### src/hw/rtl/lcg48_pkg.sv
// ----------------------------------------------------------------------------
// lcg48_pkg
// Shared types, constants and limb helpers for the 48-bit LCG unit.
// ----------------------------------------------------------------------------
`default_nettype none

package lcg48_pkg;

    localparam int LIMB_W     = 16;
    localparam int STATE_W    = 48;
    localparam int ACC_W      = 96;
    localparam int CFG_IDX_W  = 1;
    localparam int CFG_DATA_W = 48;
    localparam int IN_DATA_W  = 96;
    localparam int OUT_DATA_W = 80;
    localparam int OP_W       = 3;
    localparam int STEP_W     = 4;

    localparam logic [OP_W-1:0] OP_RESEED   = 3'd0;
    localparam logic [OP_W-1:0] OP_FRACTION = 3'd1;
    localparam logic [OP_W-1:0] OP_UNSIGNED = 3'd2;
    localparam logic [OP_W-1:0] OP_SIGNED   = 3'd3;
    localparam logic [OP_W-1:0] OP_RANGE    = 3'd4;

    localparam logic [CFG_IDX_W-1:0] REG_MULTIPLIER = 1'd0;
    localparam logic [CFG_IDX_W-1:0] REG_ADDEND     = 1'd1;

    localparam logic [STATE_W-1:0] MULT_RESET   = 48'h0005_DEEC_E66D;
    localparam logic [15:0]        ADDEND_RESET = 16'h000B;
    localparam logic [15:0]        SEED_LOW     = 16'h330E;
    localparam logic [31:0]        INT_MAX      = 32'h7FFF_FFFF;
    localparam logic [31:0]        INT_MIN      = 32'h8000_0000;

    localparam logic [STEP_W-1:0] LCG_LAST_STEP   = 4'd5;
    localparam logic [STEP_W-1:0] RANGE_LAST_STEP = 4'd8;

    typedef enum logic [2:0] {
        ST_IDLE,
        ST_STEP,
        ST_STEP_FIN,
        ST_RANGE,
        ST_RANGE_FIN,
        ST_RESULT
    } fsm_t;

    typedef struct packed {
        logic [1:0] a;
        logic [1:0] b;
    } limb_pair_t;

    // Partial products that land below bit 48 of the state product
    function automatic limb_pair_t lcg_pair(input logic [STEP_W-1:0] step);
        limb_pair_t p;
        case (step)
            4'd0:    p = '{a: 2'd0, b: 2'd0};
            4'd1:    p = '{a: 2'd0, b: 2'd1};
            4'd2:    p = '{a: 2'd1, b: 2'd0};
            4'd3:    p = '{a: 2'd0, b: 2'd2};
            4'd4:    p = '{a: 2'd1, b: 2'd1};
            default: p = '{a: 2'd2, b: 2'd0};
        endcase
        return p;
    endfunction

    // All nine partial products of span times state
    function automatic limb_pair_t range_pair(input logic [STEP_W-1:0] step);
        limb_pair_t p;
        case (step)
            4'd0:    p = '{a: 2'd0, b: 2'd0};
            4'd1:    p = '{a: 2'd0, b: 2'd1};
            4'd2:    p = '{a: 2'd0, b: 2'd2};
            4'd3:    p = '{a: 2'd1, b: 2'd0};
            4'd4:    p = '{a: 2'd1, b: 2'd1};
            4'd5:    p = '{a: 2'd1, b: 2'd2};
            4'd6:    p = '{a: 2'd2, b: 2'd0};
            4'd7:    p = '{a: 2'd2, b: 2'd1};
            default: p = '{a: 2'd2, b: 2'd2};
        endcase
        return p;
    endfunction

    function automatic logic [LIMB_W-1:0] limb16(input logic [STATE_W-1:0] v,
                                                 input logic [1:0] k);
        logic [LIMB_W-1:0] r;
        case (k)
            2'd0:    r = v[15:0];
            2'd1:    r = v[31:16];
            default: r = v[47:32];
        endcase
        return r;
    endfunction

endpackage

`default_nettype wire

### src/hw/rtl/lcg48_random_generator_unit.sv
// ----------------------------------------------------------------------------
// lcg48_random_generator_unit
// 48-bit linear congruential generator with fraction, integer and range draws.
// ----------------------------------------------------------------------------
// Reseed: loads the state with no result; the unit stays ready for the next item.
// Fraction, unsigned and signed draws: the sequencer steps through ST_STEP and
// ST_STEP_FIN to ST_RESULT; no new item is taken until the unit is back in idle.
// Range draw: ST_RANGE and ST_RANGE_FIN come between ST_STEP_FIN and ST_RESULT.
// The steps use one shared 16x16 multiplier, one partial product a cycle.
// Synchronous reset loads the standard multiplier, addend and zero-seed state.
`default_nettype none

module lcg48_random_generator_unit (
    input  wire                                  aclk,
    input  wire                                  aresetn,
    input  wire                                  s_tvalid,
    output logic                                 s_tready,
    // tdata: seed[31:0], range_low[63:32], range_high[95:64]
    input  wire  [lcg48_pkg::IN_DATA_W-1:0]      s_tdata,
    // tuser: operation[2:0]
    input  wire  [lcg48_pkg::OP_W-1:0]           s_tuser,
    output logic                                 m_tvalid,
    input  wire                                  m_tready,
    // tdata: fraction[47:0], int_value[79:48]
    output logic [lcg48_pkg::OUT_DATA_W-1:0]     m_tdata,
    input  wire                                  cfg_valid,
    output logic                                 cfg_ready,
    input  wire  [lcg48_pkg::CFG_IDX_W-1:0]      cfg_index,
    input  wire  [lcg48_pkg::CFG_DATA_W-1:0]     cfg_data
);

    lcg48_pkg::fsm_t state_reg, state_next;

    logic [lcg48_pkg::STATE_W-1:0]    mult_reg, mult_next;
    logic [15:0]                      addend_reg, addend_next;
    logic [lcg48_pkg::STATE_W-1:0]    lcg_state_reg, lcg_state_next;
    logic [lcg48_pkg::ACC_W-1:0]      acc_reg, acc_next;
    logic [31:0]                      prod_reg, prod_next;
    logic [2:0]                       prod_sh_reg, prod_sh_next;
    logic                             pend_reg, pend_next;
    logic [lcg48_pkg::STEP_W-1:0]     step_reg, step_next;
    logic [lcg48_pkg::OP_W-1:0]       op_reg, op_next;
    logic [31:0]                      lo_reg, lo_next;
    logic [33:0]                      spread_reg, spread_next;
    logic [lcg48_pkg::STATE_W-1:0]    span_reg, span_next;
    logic                             m_tvalid_reg, m_tvalid_next;
    logic [lcg48_pkg::OUT_DATA_W-1:0] m_tdata_reg, m_tdata_next;

    logic                             s_xfer;
    logic                             is_draw;
    logic                             out_free;
    lcg48_pkg::limb_pair_t            pair;
    logic [lcg48_pkg::LIMB_W-1:0]     mul_a;
    logic [lcg48_pkg::LIMB_W-1:0]     mul_b;
    logic [31:0]                      mul_prod;
    logic [lcg48_pkg::ACC_W-1:0]      aligned;
    logic [lcg48_pkg::ACC_W-1:0]      acc_sum;
    logic [33:0]                      span_mag;
    logic [34:0]                      lo_ext;
    logic [34:0]                      off_ext;
    logic [34:0]                      range_sum;
    logic [31:0]                      range_val;
    logic [31:0]                      int_val;

    assign s_tready  = (state_reg == lcg48_pkg::ST_IDLE);
    assign cfg_ready = 1'b1;
    assign m_tvalid  = m_tvalid_reg;
    assign m_tdata   = m_tdata_reg;

    assign s_xfer   = s_tvalid && s_tready;
    assign is_draw  = s_tuser inside {lcg48_pkg::OP_FRACTION, lcg48_pkg::OP_UNSIGNED,
                                      lcg48_pkg::OP_SIGNED, lcg48_pkg::OP_RANGE};
    assign out_free = !m_tvalid_reg || m_tready;

    // shared multiplier
    assign pair     = (state_reg == lcg48_pkg::ST_RANGE) ? lcg48_pkg::range_pair(step_reg)
                                                         : lcg48_pkg::lcg_pair(step_reg);
    assign mul_a    = (state_reg == lcg48_pkg::ST_RANGE) ? lcg48_pkg::limb16(span_reg, pair.a)
                                                         : lcg48_pkg::limb16(mult_reg, pair.a);
    assign mul_b    = lcg48_pkg::limb16(lcg_state_reg, pair.b);
    assign mul_prod = mul_a * mul_b;

    assign aligned  = {64'd0, prod_reg} << {prod_sh_reg, 4'd0};
    assign acc_sum  = acc_reg + (pend_reg ? aligned : {lcg48_pkg::ACC_W{1'b0}});

    assign span_mag = spread_reg[33] ? (~spread_reg + 34'd1) : spread_reg;

    assign lo_ext    = {{3{lo_reg[31]}}, lo_reg};
    assign off_ext   = {2'b00, acc_reg[80:48]};
    assign range_sum = spread_reg[33] ? (lo_ext - off_ext) : (lo_ext + off_ext);

    always_comb begin
        if (!range_sum[34] && (range_sum[33:31] != 3'b000)) begin
            range_val = lcg48_pkg::INT_MAX;
        end else if (range_sum[34] && (range_sum[33:31] != 3'b111)) begin
            range_val = lcg48_pkg::INT_MIN;
        end else begin
            range_val = range_sum[31:0];
        end
    end

    always_comb begin
        case (op_reg)
            lcg48_pkg::OP_UNSIGNED: int_val = {1'b0, lcg_state_reg[46:16]};
            lcg48_pkg::OP_SIGNED:   int_val = lcg_state_reg[47:16];
            lcg48_pkg::OP_RANGE:    int_val = range_val;
            default:                int_val = 32'd0;
        endcase
    end

    // next state
    always_comb begin
        state_next = state_reg;
        case (state_reg)
            lcg48_pkg::ST_IDLE: begin
                if (s_xfer && is_draw) begin
                    state_next = lcg48_pkg::ST_STEP;
                end
            end
            lcg48_pkg::ST_STEP: begin
                if (step_reg == lcg48_pkg::LCG_LAST_STEP) begin
                    state_next = lcg48_pkg::ST_STEP_FIN;
                end
            end
            lcg48_pkg::ST_STEP_FIN: begin
                state_next = (op_reg == lcg48_pkg::OP_RANGE) ? lcg48_pkg::ST_RANGE
                                                             : lcg48_pkg::ST_RESULT;
            end
            lcg48_pkg::ST_RANGE: begin
                if (step_reg == lcg48_pkg::RANGE_LAST_STEP) begin
                    state_next = lcg48_pkg::ST_RANGE_FIN;
                end
            end
            lcg48_pkg::ST_RANGE_FIN: begin
                state_next = lcg48_pkg::ST_RESULT;
            end
            lcg48_pkg::ST_RESULT: begin
                if (out_free) begin
                    state_next = lcg48_pkg::ST_IDLE;
                end
            end
            default: begin
                state_next = lcg48_pkg::ST_IDLE;
            end
        endcase
    end

    // datapath and outputs
    always_comb begin
        mult_next      = mult_reg;
        addend_next    = addend_reg;
        lcg_state_next = lcg_state_reg;
        acc_next       = acc_reg;
        prod_next      = prod_reg;
        prod_sh_next   = prod_sh_reg;
        pend_next      = pend_reg;
        step_next      = step_reg;
        op_next        = op_reg;
        lo_next        = lo_reg;
        spread_next    = spread_reg;
        span_next      = span_reg;
        m_tvalid_next  = m_tvalid_reg && !m_tready;
        m_tdata_next   = m_tdata_reg;

        if (cfg_valid && cfg_ready) begin
            case (cfg_index)
                lcg48_pkg::REG_MULTIPLIER: mult_next   = cfg_data;
                lcg48_pkg::REG_ADDEND:     addend_next = cfg_data[15:0];
                default:                   mult_next   = mult_reg;
            endcase
        end

        case (state_reg)
            lcg48_pkg::ST_IDLE: begin
                if (s_xfer) begin
                    if (s_tuser == lcg48_pkg::OP_RESEED) begin
                        lcg_state_next = {s_tdata[31:0], lcg48_pkg::SEED_LOW};
                    end else if (is_draw) begin
                        acc_next    = {80'd0, addend_reg};
                        step_next   = '0;
                        pend_next   = 1'b0;
                        op_next     = s_tuser;
                        lo_next     = s_tdata[63:32];
                        spread_next = {{2{s_tdata[95]}}, s_tdata[95:64]}
                                    - {{2{s_tdata[63]}}, s_tdata[63:32]} + 34'd1;
                    end
                end
            end
            lcg48_pkg::ST_STEP, lcg48_pkg::ST_RANGE: begin
                prod_next    = mul_prod;
                prod_sh_next = {1'b0, pair.a} + {1'b0, pair.b};
                pend_next    = 1'b1;
                acc_next     = acc_sum;
                step_next    = step_reg + 4'd1;
            end
            lcg48_pkg::ST_STEP_FIN: begin
                lcg_state_next = acc_sum[47:0];
                pend_next      = 1'b0;
                acc_next       = '0;
                step_next      = '0;
                span_next      = {14'd0, span_mag};
            end
            lcg48_pkg::ST_RANGE_FIN: begin
                acc_next  = acc_sum;
                pend_next = 1'b0;
            end
            lcg48_pkg::ST_RESULT: begin
                if (out_free) begin
                    m_tvalid_next = 1'b1;
                    m_tdata_next  = {int_val, lcg_state_reg};
                end
            end
            default: begin
                pend_next = 1'b0;
            end
        endcase
    end

    always_ff @(posedge aclk) begin
        if (!aresetn) begin
            state_reg     <= lcg48_pkg::ST_IDLE;
            mult_reg      <= lcg48_pkg::MULT_RESET;
            addend_reg    <= lcg48_pkg::ADDEND_RESET;
            lcg_state_reg <= {32'd0, lcg48_pkg::SEED_LOW};
            pend_reg      <= 1'b0;
            m_tvalid_reg  <= 1'b0;
        end else begin
            state_reg     <= state_next;
            mult_reg      <= mult_next;
            addend_reg    <= addend_next;
            lcg_state_reg <= lcg_state_next;
            pend_reg      <= pend_next;
            m_tvalid_reg  <= m_tvalid_next;
        end
    end

    always_ff @(posedge aclk) begin
        acc_reg     <= acc_next;
        prod_reg    <= prod_next;
        prod_sh_reg <= prod_sh_next;
        step_reg    <= step_next;
        op_reg      <= op_next;
        lo_reg      <= lo_next;
        spread_reg  <= spread_next;
        span_reg    <= span_next;
        m_tdata_reg <= m_tdata_next;
    end

    a_draw_busy: assert property (@(posedge aclk) disable iff (!aresetn)
        (s_xfer && is_draw) |=> !s_tready)
        else $error("draw transfer did not start the sequencer");

    a_reseed_low: assert property (@(posedge aclk) disable iff (!aresetn)
        (s_xfer && (s_tuser == lcg48_pkg::OP_RESEED)) |=>
        (lcg_state_reg[15:0] == lcg48_pkg::SEED_LOW))
        else $error("reseed did not load the fixed low bits");

    a_result_src: assert property (@(posedge aclk) disable iff (!aresetn)
        $rose(m_tvalid_reg) |-> $past(state_reg == lcg48_pkg::ST_RESULT))
        else $error("result raised outside the result state");

    a_range_fit: assert property (@(posedge aclk) disable iff (!aresetn)
        ((state_reg == lcg48_pkg::ST_RESULT) && (op_reg == lcg48_pkg::OP_RANGE))
        |-> (acc_reg[95:81] == 15'd0))
        else $error("range product overflowed its width");

endmodule

`default_nettype wire
### config.mk
export PLATFORM = sky130hd
export DESIGN_NAME = lcg48_random_generator_unit
export DESIGN_NICKNAME = d
export VERILOG_FILES = /design/src/hw/rtl/lcg48_pkg.sv /design/src/hw/rtl/lcg48_random_generator_unit.sv
export SDC_FILE = /design/constraint.sdc
export NUM_CORES = 2
export LEC_CHECK = 0
export BUFFER_PORTS_ARGS = -buffer_cell sky130_fd_sc_hd__clkbuf_2
export CORE_ASPECT_RATIO = 1.2
export CORE_MARGIN = 8
export CORE_UTILIZATION = 60
export CTS_CLUSTER_DIAMETER = 80
export DETAILED_ROUTE_END_ITERATION = 16
export PLACE_DENSITY = 0.82
export SLEW_MARGIN = 10
export SYNTH_ARGS = -nofsm -noshare
export SYNTH_HDL_FRONTEND = slang
export SYNTH_SLANG_ARGS = --single-unit
### constraint.sdc
create_clock -name aclk -period 11.14 [get_ports aclk]
set_input_delay 2.228 -clock aclk [delete_from_list [all_inputs] [get_ports aclk]]
set_output_delay 2.228 -clock aclk [all_outputs]
set_load 0.03 [all_outputs]
==> results.toml <==
[global_routing]
met3_usage_pct = 7.79
grt_util_all_layers_pct = 33.7
grt_max_degree = 82
grt_first_pass_wirelength_mm = 172
grt-ovfl-total = 0
grt.met2_usage_pct = 54.7
antenna_found_initial = 7
grt_use_met1_pct = 40.6
busiest_layer = "met2"
grt_pass1_vias = 29400

[yosys]
ys_types = 82
post-synth-top-count-cell = "nand2_1"
synth_area_per_cell_um2 = 9.19
synth_ff_type = "edfxtp_1"
syn-num-nets = 4465
ys_top_cells_by_count = "421 x nand2_1, 416 x nor2_1, 343 x inv_1"
synthTopCellsByArea = "edfxtp_1 26%, fa_1 11%, ha_1 10%"
ys_async_sr_fraction_pct = 0
synth_edf_count = 303
syn_inst = 3822
ys_seq_area_share_pct = 32.8
yosysTopAreaCellShare_pct = 25.9
synth-seq-cells = 424
syn-cell-area_mm2 = 0.0351
ys.warnings.count = 0
yosysTopAreaCell = "edfxtp_1"

[detailed_routing]
drt-initial-drc-count = 2881
post_drt_via_cell_ratio = 6.31
drc_errors = 0
wl_mm = 114
antenna_left = 0
wl_per_cell_um = 24.1
num_vias = 30000
first_pass_iters = 6

[floorplan]
rows = 97
core_area_mm2 = 0.0581
dieHeight_um = 281
fp.dieW_um = 237
io_pins = 236
start_util_pct = 60.4
die-area_mm2 = 0.0666

[timing]
period_needed_ns = 10.33
final-hold-violation-count = 0
fmax_ghz = 0.0968
post-route-period-util_pct = 92.7
slew_headroom_pct = 16.4
grt_setup_unrepaired = "no"
final.setup_skew_ns = 0.0674
drv_slew = 0
finalSetupViolCount = 0
tightest_slew_ns = 1.25
final.setup.tns_ns = 0

[layout]
drive_gt1_share_pct = 10.7
largest_reg_flops = 81
nNetsFinal = 4611
fill_cells = 4642
areaGrowthSynthToFinish_pct = 9.66

[placement]
place_congestion = 1.02
io_buffers = 234
place_hpwl_mm = 89.3

[hold_path]
hold_class = "register to register"

[setup_path]
r2r_setup_slack_ns = 0.81
max_stage_delay_ns = 0.78
endpoint_kind = "register"
cp_slowest_cell = "mux2i_1"
critPathLaunchType = "register"
worstPathArrival_ns = 10.68
critical_path_class = "register to register"
cpMostUsedCell = "fa_1"
required_ns = 11.49
path_max_fanout = 38

[clocking]
cts_tree = "yes"
insertion_delay_ns = 0.64
cts_buffer_depth = 3
cts_setup_buffers = 0
clkSinkCount = 424
cts_max_level = 2
cts_made_buffers = 46
clk_pin_slew_ns = 0.07
cts_root_buffer = "clkbuf_16"

[run_status]
status = "finished, final reports clean"

[job]
cap_violations = 0
-- placed cells by master (no fill, tap or decap), types with 23 or more instances in the layout --
cell       Yosys  final
a21oi_1      218    216
a22o_1        25     25
edfxtp_1     303    303
nor2_1       416    415
o211ai_1      23     23
dfxtp_1      121    121
and2_1        34     34
nand2b_1      34     34
nand3_1       81     81
buf_4          1     40
ha_1         292    292
a22oi_1       25     25
xnor2_1      177    177
o21ai_0      161    161
nor2b_1       37     35
a31oi_1       23     23
o21a_1        39     38
xor2_1        44     44
a21boi_0      52     52
fa_1         198    198
nor3_1        47     46
nand4_1       39     39
clkbuf_2       0    233
a221o_1       34     34
mux2i_1       51     50
inv_1        343    343
a21o_1        85     85
clkbuf_16      0     46
o21bai_1      36     36
nand2_1      421    420
-- worst max-delay path: cells and delay by family, from the launching register on --
kind,cells,cell delay (ns)
xor+xnor,1,0.13
buf+inv,4,0.47
fa+ha+maj,7,3.65
compound gates,9,2.55
flops,1,0.75
mux,1,0.78
simple gates,8,1.71
-- layer usage --
metal,vias up,wire length (um)
met5,-,37
met4,6,8180
met3,393,11600
met2,1685,52100
met1,14200,42500
li1,13600,-
-- repair_timing --
item	4_1_cts	5_1_grt
hold buffers	0	0
resized for setup	0	1
setup endpoints to repair	0	2
-- final timing paths --
path,cells after the start,end,start
max,30,prod_reg[31],state_reg[2]
min,2,mult_reg[14],mult_reg[14]
max reg2reg,30,prod_reg[31],state_reg[2]
min reg2reg,2,mult_reg[14],mult_reg[14]
-- per-stage QoR --
stage	utilization, %	area (um^2)	setup WS (ns)	instances	hold slack, ns
3_3_place_gp	63.5	36900	1.22	4662	0.446
5_1_grt	66.3	38500	0.0414	4749	0.492
3_5_place_dp	63.5	36900	0.849	4662	0.447
6_report	66.3	38500	0.811	4750	0.471
4_1_cts	66.2	38500	0.769	4747	0.473
2_1_floorplan	-	35100	1.98	3822	0.424
-- final cells by class --
| type | count | area, um^2 | share of cell area, % |
|---|---|---|---|
| Antenna cell | 3 | 7.51 | 0.0195 |
| Clock inverter | 32 | 389 | 1.01 |
| Inverter | 345 | 1290 | 3.36 |
| Clock buffer | 53 | 1200 | 3.11 |
| Multi-Input combinational cell | 2878 | 21700 | 56.4 |
| Tap cell | 742 | 928 | 2.41 |
| Timing Repair Buffer | 273 | 1470 | 3.81 |
| Sequential cell | 424 | 11500 | 29.9 |
-- cell families (layout without fill, tap and decap cells) --
group	Yosys count	after routing	share of synthesized area, %
AOI/OAI and AO/OA	881	881	16.8
xor gates and xnor gates	221	221	5.51
adders and majority gates	490	490	21.7
buffers and inverters	520	703	5.63
DFF	424	424	32.8
muxes	70	70	2.06
other	1	4	0.0107
and+or+nand+nor	1215	1215	15.5
Power is left out: the tool's default activity adds up to more than one toggle a clock period on the data nets, which glitch-free logic cannot reach.
